File: config.mk
export PLATFORM = sky130hd
export DESIGN_NAME = sts_emit
export DESIGN_NICKNAME = d
export VERILOG_FILES = /design/src/rtl/sts_pkg.sv /design/src/rtl/sts_emit.sv
export SDC_FILE = /design/constraint.sdc
export NUM_CORES = 1
export LEC_CHECK = 0
export BUFFER_PORTS_ARGS = -buffer_cell sky130_fd_sc_hd__buf_2
export CAP_MARGIN = 10
export CORE_UTILIZATION = 57
export CTS_CLUSTER_SIZE = 12
export DETAILED_ROUTE_END_ITERATION = 10
export HOLD_SLACK_MARGIN = 0.06
export PLACE_DENSITY = 0.87
export SYNTH_ARGS = -nofsm -noshare
export SYNTH_HDL_FRONTEND = slang
export SYNTH_SLANG_ARGS = --single-unit
File: constraint.sdc
create_clock -name clk -period 4.7 [get_ports clk]
set_input_delay 0.47 -clock clk [delete_from_list [all_inputs] [get_ports clk]]
set_output_delay 0.47 -clock clk [all_outputs]
set_load 0.01 [all_outputs]
File: src/rtl/sts_pkg.sv
`default_nettype none
// ----------------------------------------------------------------------------
// sts_pkg
// Shared types, widths and the emission order of the triangle subdivider.
// ----------------------------------------------------------------------------
package sts_pkg;

	localparam int CoordW = 16;            // signed Q3.12 coordinate
	localparam int RadiusW = 15;           // unsigned Q3.12 radius
	localparam int IdxW = 20;              // vertex index counter width
	localparam int SumW = 17;              // per-axis edge sum
	localparam int SqW = 34;               // square of one axis sum
	localparam int SsW = 36;               // sum of three squares
	localparam int ProdW = 32;             // radius * |sum|
	localparam int RootW = 32;             // floor(sqrt(S * 2^28))
	localparam int NumW = 47;              // dividend of the scaling division
	localparam int QuoW = 16;              // quotient bits kept
	localparam int NumSlots = 6;           // three corners then three midpoints
	localparam int NumOut = 12;            // vertices emitted per triangle
	localparam int InDataW = 144;
	localparam int OutDataW = 72;

	typedef logic signed [CoordW-1:0] coord_t;

	typedef struct packed {
		logic   degen;
		coord_t z;
		coord_t y;
		coord_t x;
	} vertex_t;

	// slot codes
	localparam logic [2:0] SlotV1 = 3'd0;
	localparam logic [2:0] SlotV2 = 3'd1;
	localparam logic [2:0] SlotV3 = 3'd2;
	localparam logic [2:0] SlotM1 = 3'd3;
	localparam logic [2:0] SlotM2 = 3'd4;
	localparam logic [2:0] SlotM3 = 3'd5;

	// emission order: V1 M1 M3 | M1 V2 M2 | M1 M2 M3 | M3 M2 V3
	function automatic logic [2:0] seq_slot(input logic [3:0] k);
		logic [2:0] s;
		unique case (k)
			4'd0:    s = SlotV1;
			4'd1:    s = SlotM1;
			4'd2:    s = SlotM3;
			4'd3:    s = SlotM1;
			4'd4:    s = SlotV2;
			4'd5:    s = SlotM2;
			4'd6:    s = SlotM1;
			4'd7:    s = SlotM2;
			4'd8:    s = SlotM3;
			4'd9:    s = SlotM3;
			4'd10:   s = SlotM2;
			4'd11:   s = SlotV3;
			default: s = SlotV1;
		endcase
		return s;
	endfunction

endpackage
`default_nettype wire

File: src/rtl/sts_emit.sv
`default_nettype none
// ----------------------------------------------------------------------------
// sts_emit
// Merge stage: holds the six vertices of one triangle and sends the twelve
// output vertices in mesh order with a running index.
// ----------------------------------------------------------------------------
module sts_emit
	import sts_pkg::*;
(
	input  wire logic                    clk,
	input  wire logic                    arst_n,
	input  wire logic                    load,
	input  wire logic                    level_start,
	input  wire vertex_t [NumSlots-1:0]  slots,
	output logic                         load_ready,
	output logic                         m_tvalid,
	input  wire logic                    m_tready,
	output logic [OutDataW-1:0]          m_tdata,
	output logic                         m_tuser,
	output logic                         m_tlast
);

	vertex_t [NumSlots-1:0] slots_q;
	logic                   emitting_q;
	logic [3:0]             k_q;
	logic [IdxW-1:0]        cnt_q;
	logic                   out_valid_q;
	vertex_t                out_vtx_q;
	logic [IdxW-1:0]        out_idx_q;
	logic                   out_last_q;
	logic                   push;
	vertex_t                cur;

	assign push       = emitting_q && (!out_valid_q || m_tready);
	assign load_ready = !emitting_q;
	assign cur        = slots_q[seq_slot(k_q)];

	// vertex store, sequence counter, index counter and output register
	always_ff @(posedge clk or negedge arst_n) begin
		if (!arst_n) begin
			emitting_q  <= 1'b0;
			k_q         <= '0;
			cnt_q       <= '0;
			out_valid_q <= 1'b0;
		end else begin
			if (load) begin
				slots_q    <= slots;
				emitting_q <= 1'b1;
				k_q        <= '0;
				if (level_start) cnt_q <= '0;
			end
			if (push) begin
				out_valid_q <= 1'b1;
				out_vtx_q   <= cur;
				out_idx_q   <= cnt_q;
				out_last_q  <= (k_q == 4'(NumOut - 1));
				cnt_q       <= cnt_q + IdxW'(1);
				k_q         <= k_q + 4'd1;
				if (k_q == 4'(NumOut - 1)) emitting_q <= 1'b0;
			end else if (m_tready) begin
				out_valid_q <= 1'b0;
			end
		end
	end

	assign m_tvalid = out_valid_q;
	assign m_tdata  = {4'b0, out_idx_q, out_vtx_q.z, out_vtx_q.y, out_vtx_q.x};
	assign m_tuser  = out_vtx_q.degen;
	assign m_tlast  = out_last_q;

	// a new triangle is only taken between runs
	a_load_idle: assert property (@(posedge clk) disable iff (!arst_n)
		load |-> !emitting_q) else $error("triangle loaded during a run");

	// sequence position stays inside the run
	a_k_range: assert property (@(posedge clk) disable iff (!arst_n)
		emitting_q |-> k_q <= 4'(NumOut - 1)) else $error("sequence position out of range");

	// the twelfth vertex carries tlast
	a_last: assert property (@(posedge clk) disable iff (!arst_n)
		push && k_q == 4'(NumOut - 1) |=> out_last_q && !emitting_q)
		else $error("run end not marked");

	// a level start restarts the index
	a_level: assert property (@(posedge clk) disable iff (!arst_n)
		load && level_start |=> cnt_q == '0) else $error("index not cleared");

endmodule
`default_nettype wire

==> impl.org <==
** Clock network
- Buffers inserted during clock tree synthesis total 40.
- CTS Root Cell :: sky130_fd_sc_hd__clkbuf_16
- Setup bufs post-CTS :: 0
- In this run the deepest clock path goes through 3 buffers.
- Clock transition at path regs :: 60 ps
- CTS H-Tree Depth :: 2
- Sinks on Clock Net :: 390
- TritonCTS built the clock tree.
- The clock reaches the later pin of the worst-skew pair after 520 ps.

** Setup path
- Critical Path Start :: k_q[2]
- Largest fanout on the critical path :: 33
- STA classifies the critical path endpoint as a flip-flop.
- In this run the critical register-to-register path is launched from k_q[2].
- STA puts the critical path data arrival time at 3320 ps.
- Crit Path Category :: reg -> reg
- STA classifies the critical path startpoint as a flip-flop.
- Required time reported for the critical path endpoint :: 5070 ps

** Synthesis
- After synthesis the cells add up to 15,490 um^2.
- For this run, the number of Yosys warnings is 0.
- Sequential area share after synthesis :: 74.78%
- Count of different cell masters after synthesis :: 43
- Summing the areas of all and, or, nand and nor instances in the mapped netlist gives 3.385% of the synthesized area.
- The synthesized design contains 390 register bits.
- Post-synth EDFFs :: 364
- After synthesis, the share of cell area in mux cells is 7.998%.
- Dominant combinational cell family by area after synthesis :: compound AO/OA/AOI/OAI gates
- Adder and majority cell fraction of the synthesized area :: 0.4847%
- A synthesized cell averages 16.98 um^2.
- Share of flip-flops with an asynchronous set or reset after synthesis :: 6.667%
- Counting every instance in the synthesized netlist gives 912.
- Xor-xnor portion of the synthesized cell area :: 0%
- Compound-cell area share of the yosys netlist :: 10.91%
- In the synthesized netlist the dominant register cell turns out to be sky130_fd_sc_hd__edfxtp_1.

** Routing
- Total via count after detailed routing :: 10,000
- Detailed-routing iteration count for the pre-antenna-repair pass :: 5
- The detailed router finished its first iteration with 903 violations.
- The routed design has 38,140 um of wire.
- Dividing the detail-routed wire length by the instance count gives 23.21 um.
- Final ANT Viol Nets :: 0
- Remaining routing DRC violations :: 0
- Via density per instance :: 6.088

** Pwr
- Summing internal, switching and leakage power gives 8.859 mW.
- Leakage power summed over all cells :: 6.994 nW
- Combinational logic is responsible for 19.3% of the overall power.
- Switching share of power :: 26.07%
- Psw :: 2.309 mW
- Part of the total power dissipated in the clock network :: 32.1%
- Dividing total power by cell area gives a power density of 469.6 nW/um^2.
- Internal Dissipation :: 6.549 mW
- Sequential cells account for 48.6% of the total power.
- IR analysis of the VDD net gives a maximum drop of 0.3260 mV.

** Job
- Max capacitance violation total :: 0

** Timing
- The worst path meets setup with 1745 ps of slack.
- Pins Over Slew Limit :: 0
- Setup Total Neg Slack :: 0 ps
- Measured against its own limit, the worst slew margin works out to 19.58%.
- RSZ-0062 raised after global routing :: false
- # setup viols final :: 0
- After layout, the worst path uses 62.88% of the clock period.
- Clock Skew :: 16.08 ps
- Pin slew with the least headroom to its limit :: 1206 ps
- Maximum frequency from static timing analysis :: 338.4 MHz
- The total count of hold-check failures in the final report is 0.
- Post-layout minimum cycle time :: 2955 ps

** Cells and area
- Final Non-Filler Cells :: 1,643
- Layout cells sized above 1 :: 36.14%
- Leaving out fill and tap cells, the most frequent cell in the layout is sky130_fd_sc_hd__buf_2.
- Final core utilization :: 71.59%
- The final layout contains 1,579 nets.
- The top cell types in the final layout, fill and taps aside, are sky130_fd_sc_hd__buf_2 (370), sky130_fd_sc_hd__edfxtp_1 (364), sky130_fd_sc_hd__o211ai_1 (98).
- Area grow syn2layout :: 21.81%

** Global routing
- First-pass GRT wire length :: 57,210 um
- The initial antenna violation count is 13.
- Entering global routing, the biggest net connects 75 pins.
- In the global route stage, overall resource usage came out at 27.12%.
- GRT Residual Overflow :: 0
- Number of global-route vias before repair :: 10,250

** Run status
- Status :: finished clean

** Placed design
- Buffers placed on the I/O ports in this run total 370.
- Cell count after placement :: 1,566
- Detailed placement ended at an HPWL of 24,470 um.
- Final estimated routing congestion in global placement :: 0.8372
- Post-placement worst setup slack :: 1830 ps

** Floorplan
- Core ar. :: 26,350 um^2
- The die is 166.8 um wide.
- In this run the vertical extent of the chip is 166.8 um.
- FP Rows :: 59
- 375 I/O pins were placed.
- Overall die area :: 27,830 um^2
- For this configuration, the core starts out at a cell density of 58.77%.

** Hold path
- Worst Hold Launch :: slots[81]
- The min-delay analysis places its worst path in the category in -> reg.
flip-flops by register name (all words and copies together) (netlist names):
name and flops:
slots_q 294, m_tdata 48, cnt_q 20, out_idx_q 20
k_q 4, emitting_q 1, m_tlast 1, m_tuser 1
m_tvalid 1
cells by family after synthesis:
| logic type | Yosys count |
|---|---|
| AO/OA/AOI/OAI | 231 |
| adder cells (fa/ha/maj) | 6 |
| buffers and inverters | 82 |
| flip-flops | 390 |
| multiplexers | 110 |
| other | 1 |
| AND/OR/NAND/NOR | 92 |
worst max-delay path: stages, from the launching register on:
cell                       delay (ps)
sky130_fd_sc_hd__dfrtp_1          640
sky130_fd_sc_hd__inv_1            190
sky130_fd_sc_hd__ha_1             260
sky130_fd_sc_hd__nand2b_2         220
sky130_fd_sc_hd__o22ai_4          610
sky130_fd_sc_hd__buf_4            580
sky130_fd_sc_hd__a221o_1          280
final cells by class:
type / count / area [um^2]
multi-input combinational: 443 / 3607
antenna: 13 / 32.53
tap: 335 / 419.2
inverter: 9 / 33.78
clock buffer: 55 / 1089
clock inverter: 8 / 57.56
sequential: 390 / 11580
fill: 1635 / 7488
timing repair buffer: 390 / 2042
stage by stage:
stage | hold WS (ps) | area (um^2)
final | 121.9 | 18870
after global routing | 107.0 | 18860
after CTS | 109.3 | 18830
after detailed placement | 464.0 | 17680
after global placement | 454.5 | 17680
after floorplan | 174.4 | 15500
layer usage:
metal	track usage (%)	part of all wire [%]	up-vias
met4	10.63	2.8	6
li1	-	-	4444
met3	5.894	8.3	86
met1	32.49	37	4912
met5	0	0.12	-
met2	47.84	52	555
power by group through the flow:
| stage | clock network, mW | logic (mW) | registers (mW) |
|---|---|---|---|
| 2_1_floorplan | 0 | 1.07 | 4.37 |
| 3_3_place_gp | 0 | 1.62 | 4.36 |
| 3_5_place_dp | 0 | 1.70 | 4.37 |
| 4_1_cts | 2.89 | 1.72 | 4.30 |
| 5_1_grt | 3.02 | 1.83 | 4.32 |
| 6_report | 2.85 | 1.71 | 4.31 |
repair_timing:
item,4_1_cts,5_1_grt
hold endpoints to repair,26,0
hold buffers,1,0
resized for setup,0,0
path summary, 6_finish.rpt:
kind / end / slack [ps] / cells after the start
min reg2reg: out_idx_q[19] / 480 / 0
min in group asynchronous: cnt_q[13] / 500 / 2
max in group asynchronous: k_q[3] / 3730 / 2
min: slots_q[81] / 120 / 1
max: m_tdata[39] / 1740 / 6
max reg2reg: m_tdata[39] / 1740 / 6
synth_stat cells (4+ instances only):
cell                         n  area (um^2)
sky130_fd_sc_hd__nand2b_1   10        62.56
sky130_fd_sc_hd__o211ai_1   98        735.7
sky130_fd_sc_hd__dfrtp_1    26        650.6
sky130_fd_sc_hd__mux2_2     23        259.0
sky130_fd_sc_hd__nand3_1     6        30.03
sky130_fd_sc_hd__inv_1       8        30.03
sky130_fd_sc_hd__mux2_1     77        867.1
sky130_fd_sc_hd__ha_1        6        75.07
sky130_fd_sc_hd__and2_1      4        25.02
sky130_fd_sc_hd__nor2_1      5        18.77
sky130_fd_sc_hd__buf_4       8        60.06
sky130_fd_sc_hd__nand2_1    22        82.58
sky130_fd_sc_hd__edfxtp_1  364        10930
sky130_fd_sc_hd__buf_2      11        55.05
sky130_fd_sc_hd__and4_1      4        35.03
sky130_fd_sc_hd__o21ai_0     7        35.03
sky130_fd_sc_hd__or4_1       7        52.55
sky130_fd_sc_hd__a221o_1    49        490.5
sky130_fd_sc_hd__o31ai_1    10        75.07
sky130_fd_sc_hd__and3_1      7        43.79
sky130_fd_sc_hd__a21oi_1    61        305.3
sky130_fd_sc_hd__mux2i_1     9        90.09
sky130_fd_sc_hd__nor4_1      8        50.05
sky130_fd_sc_hd__nand4_1     8        50.05
sky130_fd_sc_hd__clkbuf_1   50        187.7
Power figures use the tool's default switching activity.
