===== src/rtl/sts_pkg.sv =====
`default_nettype none
// ----------------------------------------------------------------------------
// sts_pkg
// Shared types, widths and the emission order of the triangle subdivider.
// ----------------------------------------------------------------------------
package sts_pkg;

	localparam int CoordW = 16;            // signed Q3.12 coordinate
	localparam int RadiusW = 15;           // unsigned Q3.12 radius
	localparam int IdxW = 20;              // vertex index counter width
	localparam int SumW = 17;              // per-axis edge sum
	localparam int SqW = 34;               // square of one axis sum
	localparam int SsW = 36;               // sum of three squares
	localparam int ProdW = 32;             // radius * |sum|
	localparam int RootW = 32;             // floor(sqrt(S * 2^28))
	localparam int NumW = 47;              // dividend of the scaling division
	localparam int QuoW = 16;              // quotient bits kept
	localparam int NumSlots = 6;           // three corners then three midpoints
	localparam int NumOut = 12;            // vertices emitted per triangle
	localparam int InDataW = 144;
	localparam int OutDataW = 72;

	typedef logic signed [CoordW-1:0] coord_t;

	typedef struct packed {
		logic   degen;
		coord_t z;
		coord_t y;
		coord_t x;
	} vertex_t;

	// slot codes
	localparam logic [2:0] SlotV1 = 3'd0;
	localparam logic [2:0] SlotV2 = 3'd1;
	localparam logic [2:0] SlotV3 = 3'd2;
	localparam logic [2:0] SlotM1 = 3'd3;
	localparam logic [2:0] SlotM2 = 3'd4;
	localparam logic [2:0] SlotM3 = 3'd5;

	// emission order: V1 M1 M3 | M1 V2 M2 | M1 M2 M3 | M3 M2 V3
	function automatic logic [2:0] seq_slot(input logic [3:0] k);
		logic [2:0] s;
		unique case (k)
			4'd0:    s = SlotV1;
			4'd1:    s = SlotM1;
			4'd2:    s = SlotM3;
			4'd3:    s = SlotM1;
			4'd4:    s = SlotV2;
			4'd5:    s = SlotM2;
			4'd6:    s = SlotM1;
			4'd7:    s = SlotM2;
			4'd8:    s = SlotM3;
			4'd9:    s = SlotM3;
			4'd10:   s = SlotM2;
			4'd11:   s = SlotV3;
			default: s = SlotV1;
		endcase
		return s;
	endfunction

endpackage
`default_nettype wire


===== src/rtl/sts_lane.sv =====
`default_nettype none
// ----------------------------------------------------------------------------
// sts_lane
// One midpoint core: sums two vertices, takes the length by a bit-serial
// square root and scales each axis to the radius by bit-serial division.
// ----------------------------------------------------------------------------
module sts_lane
	import sts_pkg::*;
(
	input  wire logic               clk,
	input  wire logic               arst_n,
	input  wire logic               start,
	input  wire logic               ack,
	input  wire logic [RadiusW-1:0] radius,
	input  wire vertex_t            va,
	input  wire vertex_t            vb,
	output vertex_t                 mid,
	output logic                    done
);

	typedef enum logic [2:0] {
		LN_IDLE, LN_SQ, LN_SUM, LN_ROOT, LN_PREP, LN_DIV, LN_FIN, LN_HOLD
	} lane_state_t;

	lane_state_t              state_q;
	logic signed [SumW-1:0]   s_q    [3];
	logic [SqW-1:0]           sq_q   [3];
	logic [ProdW-1:0]         prod_q [3];
	logic [63:0]              n_q;
	logic [SqW-1:0]           rem_q;
	logic [RootW-1:0]         root_q;
	logic [4:0]               cnt_q;
	logic [RootW:0]           drem_q [3];
	logic [QuoW-1:0]          num_q  [3];
	logic [QuoW-1:0]          quo_q  [3];
	logic                     sat_q  [3];
	vertex_t                  mid_q;

	logic signed [SumW-1:0]   s_in   [3];
	logic [SumW-1:0]          mag    [3];
	logic [SsW-1:0]           sum_sq;
	logic [SsW-1:0]           rem_sh;
	logic [SsW-1:0]           trial;
	logic [NumW-1:0]          numer  [3];
	logic                     sat_n  [3];
	logic [RootW:0]           d_sh   [3];
	logic                     d_ge   [3];
	coord_t                   coord  [3];

	// edge sums and magnitudes
	always_comb begin
		s_in[0] = SumW'(va.x) + SumW'(vb.x);
		s_in[1] = SumW'(va.y) + SumW'(vb.y);
		s_in[2] = SumW'(va.z) + SumW'(vb.z);
		for (int i = 0; i < 3; i++) begin
			mag[i] = s_q[i][SumW-1] ? SumW'(-s_q[i]) : SumW'(s_q[i]);
		end
		sum_sq = SsW'(sq_q[0]) + SsW'(sq_q[1]) + SsW'(sq_q[2]);
	end

	// one square root step: two radicand bits per cycle
	always_comb begin
		rem_sh = {rem_q, n_q[63:62]};
		trial  = {2'b00, root_q, 2'b01};
	end

	// scaling dividend, overflow check and one division step per axis
	always_comb begin
		for (int i = 0; i < 3; i++) begin
			numer[i] = {1'b0, prod_q[i], 14'b0} + NumW'(root_q[RootW-1:1]);
			sat_n[i] = {1'b0, numer[i]} >= {root_q, 16'b0};
			d_sh[i]  = {drem_q[i][RootW-1:0], num_q[i][QuoW-1]};
			d_ge[i]  = d_sh[i] >= {1'b0, root_q};
		end
	end

	// sign and saturation of the quotients
	always_comb begin
		for (int i = 0; i < 3; i++) begin
			if (s_q[i][SumW-1]) begin
				if (sat_q[i] || quo_q[i] > 16'd32768) coord[i] = 16'sh8000;
				else                                  coord[i] = coord_t'(~quo_q[i] + 16'd1);
			end else begin
				if (sat_q[i] || quo_q[i][QuoW-1]) coord[i] = 16'sh7fff;
				else                              coord[i] = coord_t'(quo_q[i]);
			end
		end
	end

	// sequencer and datapath registers
	always_ff @(posedge clk or negedge arst_n) begin
		if (!arst_n) begin
			state_q <= LN_IDLE;
			cnt_q   <= '0;
		end else begin
			unique case (state_q)
				LN_IDLE: begin
					if (start) begin
						for (int i = 0; i < 3; i++) s_q[i] <= s_in[i];
						state_q <= LN_SQ;
					end
				end
				LN_SQ: begin
					for (int i = 0; i < 3; i++) begin
						sq_q[i]   <= SqW'(mag[i]) * SqW'(mag[i]);
						prod_q[i] <= ProdW'(radius) * ProdW'(mag[i]);
					end
					state_q <= LN_SUM;
				end
				LN_SUM: begin
					n_q    <= {sum_sq, 28'b0};
					rem_q  <= '0;
					root_q <= '0;
					cnt_q  <= '0;
					if (sum_sq == '0) begin
						mid_q   <= '{degen: 1'b1, z: '0, y: '0, x: '0};
						state_q <= LN_HOLD;
					end else begin
						state_q <= LN_ROOT;
					end
				end
				LN_ROOT: begin
					if (rem_sh >= trial) begin
						rem_q  <= SqW'(rem_sh - trial);
						root_q <= {root_q[RootW-2:0], 1'b1};
					end else begin
						rem_q  <= SqW'(rem_sh);
						root_q <= {root_q[RootW-2:0], 1'b0};
					end
					n_q   <= {n_q[61:0], 2'b00};
					cnt_q <= cnt_q + 5'd1;
					if (cnt_q == 5'd31) state_q <= LN_PREP;
				end
				LN_PREP: begin
					for (int i = 0; i < 3; i++) begin
						sat_q[i]  <= sat_n[i];
						drem_q[i] <= {2'b00, numer[i][NumW-1:QuoW]};
						num_q[i]  <= numer[i][QuoW-1:0];
						quo_q[i]  <= '0;
					end
					cnt_q   <= '0;
					state_q <= LN_DIV;
				end
				LN_DIV: begin
					for (int i = 0; i < 3; i++) begin
						drem_q[i] <= d_ge[i] ? d_sh[i] - {1'b0, root_q} : d_sh[i];
						num_q[i]  <= {num_q[i][QuoW-2:0], 1'b0};
						quo_q[i]  <= {quo_q[i][QuoW-2:0], d_ge[i]};
					end
					cnt_q <= cnt_q + 5'd1;
					if (cnt_q == 5'd15) state_q <= LN_FIN;
				end
				LN_FIN: begin
					mid_q   <= '{degen: 1'b0, z: coord[2], y: coord[1], x: coord[0]};
					state_q <= LN_HOLD;
				end
				LN_HOLD: begin
					if (ack) state_q <= LN_IDLE;
				end
				default: state_q <= LN_IDLE;
			endcase
		end
	end

	assign mid  = mid_q;
	assign done = (state_q == LN_HOLD);

endmodule
`default_nettype wire


===== config.mk =====
export PLATFORM = sky130hd
export DESIGN_NAME = sts_lane
export DESIGN_NICKNAME = d
export VERILOG_FILES = /design/src/rtl/sts_pkg.sv /design/src/rtl/sts_lane.sv
export SDC_FILE = /design/constraint.sdc
export NUM_CORES = 2
export LEC_CHECK = 0
export ABC_AREA = 1
export BUFFER_PORTS_ARGS = -buffer_cell sky130_fd_sc_hd__buf_2
export CORE_MARGIN = 1.5
export CORE_UTILIZATION = 35
export DETAILED_ROUTE_END_ITERATION = 10
export HOLD_SLACK_MARGIN = 0.08
export PLACE_DENSITY = 0.58
export SETUP_SLACK_MARGIN = 0.02
export SYNTH_ARGS = -nofsm -noshare
export SYNTH_HDL_FRONTEND = slang
export SYNTH_SLANG_ARGS = --single-unit

===== constraint.sdc =====
create_clock -name clk -period 13.6 [get_ports clk]
set_input_delay 1.36 -clock clk [delete_from_list [all_inputs] [get_ports clk]]
set_output_delay 1.36 -clock clk [all_outputs]
set_load 0.1 [all_outputs]

==> flow_metrics.env <==
export IMPL_status="finished, final reports clean"
export IMPL_setup_viol=0
export IMPL_cp_num_buf_inv=10
export IMPL_io_pin_count=167
export IMPL_synth_cell_types=71
export IMPL_post_cts_buffers=0
export IMPL_antenna_found_initial=5
export IMPL_synthMuxAreaShare_pct=0
export IMPL_cts_root_buf="clkbuf_16"
export IMPL_async_flop_share_pct=1.40
export IMPL_finalSetupTns_ps=0
export IMPL_synth_seq_cells=572
export IMPL_dp_hpwl_mm=210
export IMPL_skew_ps=46.3
export IMPL_path_class="reg2reg"
export IMPL_avgSynthCellArea_um2=8.12
export IMPL_crit_family="adder cells"
export IMPL_drtIter0Drc=4909
export IMPL_cap_violations=0
export IMPL_ys_seq_area_share_pct=18.7
export IMPL_core_um2=260000
export IMPL_dr_pass1_iters=6
export IMPL_track_usage_pct=20.2
export IMPL_drv_slew=0
export IMPL_cts_sinks=572
export IMPL_cts_resized=0
export IMPL_htreeDepth=3
export IMPL_synth_edf_count=564
export IMPL_netlist_area_um2=91700
export IMPL_place_gp_congestion=0.930
export IMPL_cts_tree="yes"
export IMPL_critical_path_required_ps=14080
export IMPL_dr_total_vias=73300
export IMPL_drc=0
export IMPL_worstMarginPinSlew_ps=1320
export IMPL_grt_max_degree=94
export IMPL_synthSimpleGateAreaFrac_pct=18.6
export IMPL_grt_overflow=0
export IMPL_clock_latency_ps=750
export IMPL_worst_path_max_delay_cell="nand2_1"
export IMPL_final_nets=13700
export IMPL_antenna_left=0
export IMPL_port_buffers=164
export IMPL_synth_fa_ha_area_share_pct=39.3
export IMPL_fp_dieW_um=515
export IMPL_synth_top_family_by_area="adder cells"
export IMPL_fin_crit_sh_pct=67.5
export IMPL_drive_above_1_share_pct=4.71
export IMPL_cts_clk_slew_worst_paths_ps=60
export IMPL_postCtsHoldBufs=0
export IMPL_syn2layout_area_growth_pct=8.40
export IMPL_cts_buffer_depth=3
export IMPL_synthCells=11300
export IMPL_cp_arrival_ps=9660
export IMPL_fin_crit_ps=9170
export IMPL_viasPerCell=4.90
export IMPL_end_kind="flop"
export IMPL_rows=187
export IMPL_synth_compound_area_share_pct=7.75
export IMPL_rsz0062_at_grt="no"
export IMPL_die_y_um=515
export IMPL_synth_warning_count=0
export IMPL_synth_xor_xnor_area_share_pct=4.30
export IMPL_finalHoldViolCount=0
export IMPL_fillers=26900
export IMPL_worst_slew_margin_rel_pct=11.5
export IMPL_first_global_vias=72900
export IMPL_cts_buffers=78
export IMPL_start_kind="flop"
export IMPL_min_path_type="reg2reg"
export IMPL_initial_core_util_pct=35.3
export IMPL_cpPeakStageDelay_ps=660
export IMPL_dieArea_um2=265000
export IMPL_drt_wl_total_mm=266
export IMPL_synth_main_ff_cell="edfxtp_1"
export IMPL_critPathMaxFanout=19
export IMPL_fmax_mhz=109
export IMPL_wire_per_inst_um=17.8
export IMPL_grt_pass1_wl_mm=417
## cells by family (layout without fill, tap and decap cells)
group           count (synthesis)  after routing
simple gates                 4115           4115
fa+ha+maj                    2163           2163
compound gates               1279           1279
buf+inv                      2703           2852
xor+xnor                      450            450
flops                         572            572
other cells                     2             40
## cell usage in the layout, fill, tap and decap left out, types with 32 or more instances in the layout
cell type | netlist | final
ha_1 | 966 | 966
nand3b_1 | 116 | 116
xnor2_1 | 167 | 167
nand3_1 | 338 | 338
fa_1 | 1197 | 1197
nand4_1 | 79 | 79
a21oi_1 | 598 | 597
o21bai_1 | 32 | 32
o21ai_0 | 399 | 395
nor2_1 | 1176 | 1172
a21o_1 | 38 | 38
nor4_1 | 40 | 40
conb_1 | 2 | 36
buf_2 | 63 | 164
nand2_1 | 2182 | 2181
nor3_1 | 95 | 93
edfxtp_1 | 564 | 564
a31oi_1 | 55 | 55
buf_4 | 10 | 141
xor2_1 | 283 | 283
clkbuf_16 | 0 | 78
inv_1 | 2383 | 2382
## sequential cells by signal, summed over array words and instances (netlist names), 32 cells and up
register / count
drem_q: 96
mid: 49
n_q: 36
sq_q: 99
rem_q: 34
s_q: 51
quo_q: 48
root_q: 32
prod_q: 96
## path summary, 6_finish.rpt
kind,startpoint,endpoint,slack [ps],cells past startpoint
setup / recovery,s_q[0][17],sq_q[0][63],4430,36
hold / removal,cnt_q[0],cnt_q[0],500,1
setup reg to reg,s_q[0][17],sq_q[0][63],4430,36
hold reg to reg,cnt_q[0],cnt_q[0],500,1
max in group asynchronous,arst_n,state_q[2],12880,1
min in group asynchronous,arst_n,cnt_q[2],510,1
## final cells by class
type                    count  area (µm²)  area share, %
multi-input cells        8043       64400           64.8
flip-flops and latches    572       17100           17.2
inverters                2405        9030           9.09
well taps                3496        4370           4.40
clock buffers              91        2010           2.02
repair buffers            305        1880           1.89
clock inverters            51         534          0.538
diodes                      4        10.0         0.0101
## cell usage after synthesis (11+ instances only)
library cell	count	area share (%)
nand4_1	79	0.54
a21boi_0	23	0.19
nand2_1	2182	8.9
xor2_1	283	2.7
buf_1	19	0.078
inv_2	11	0.045
buf_2	63	0.34
a31oi_1	55	0.38
nand2_2	16	0.11
xnor2_1	167	1.6
o21bai_1	32	0.26
o21ai_1	14	0.076
o211ai_1	26	0.21
or2_2	13	0.089
nor4_1	40	0.27
ha_1	966	13
nor2_1	1176	4.8
o21a_1	23	0.19
nand3b_1	116	0.95
nor3_1	95	0.52
o21ai_0	399	2.2
nand3_1	338	1.8
fa_1	1197	26
clkbuf_1	196	0.80
edfxtp_1	564	18
inv_1	2383	9.8
a21o_1	38	0.31
a21oi_1	598	3.3
## metrics by stage
step | instances | hold slack (ps) | setup WS (ps) | instance area, µm² | util [%]
2_1_floorplan | 11300 | 421 | 4080 | 91800 | -
3_3_place_gp | 14800 | 487 | 4620 | 96800 | 37.2
3_5_place_dp | 14800 | 497 | 4630 | 96800 | 37.2
4_1_cts | 15000 | 463 | 4550 | 99400 | 38.2
5_1_grt | 15000 | 492 | 3900 | 99400 | 38.2
6_report | 15000 | 500 | 4430 | 99400 | 38.2
## worst reg2reg max path, delay by kind of cell, from the launching register on
family	cells	cell delay (ps)
fa+ha+maj	8	3570
buf+inv	10	1690
compound gates	6	1380
flops	1	330
simple gates	12	1950
## layer usage
layer / global-route usage [%] / up-vias / routed length (µm)
li1: - / 35500 / -
met1: 27.2 / 35600 / 119000
met2: 33.6 / 1890 / 123000
met3: 2.32 / 380 / 14300
met4: 6.74 / 4 / 10000
met5: 0 / - / 27
Power is left out: the tool's default activity adds up to more than one toggle a clock period on the data nets, which glitch-free logic cannot reach.
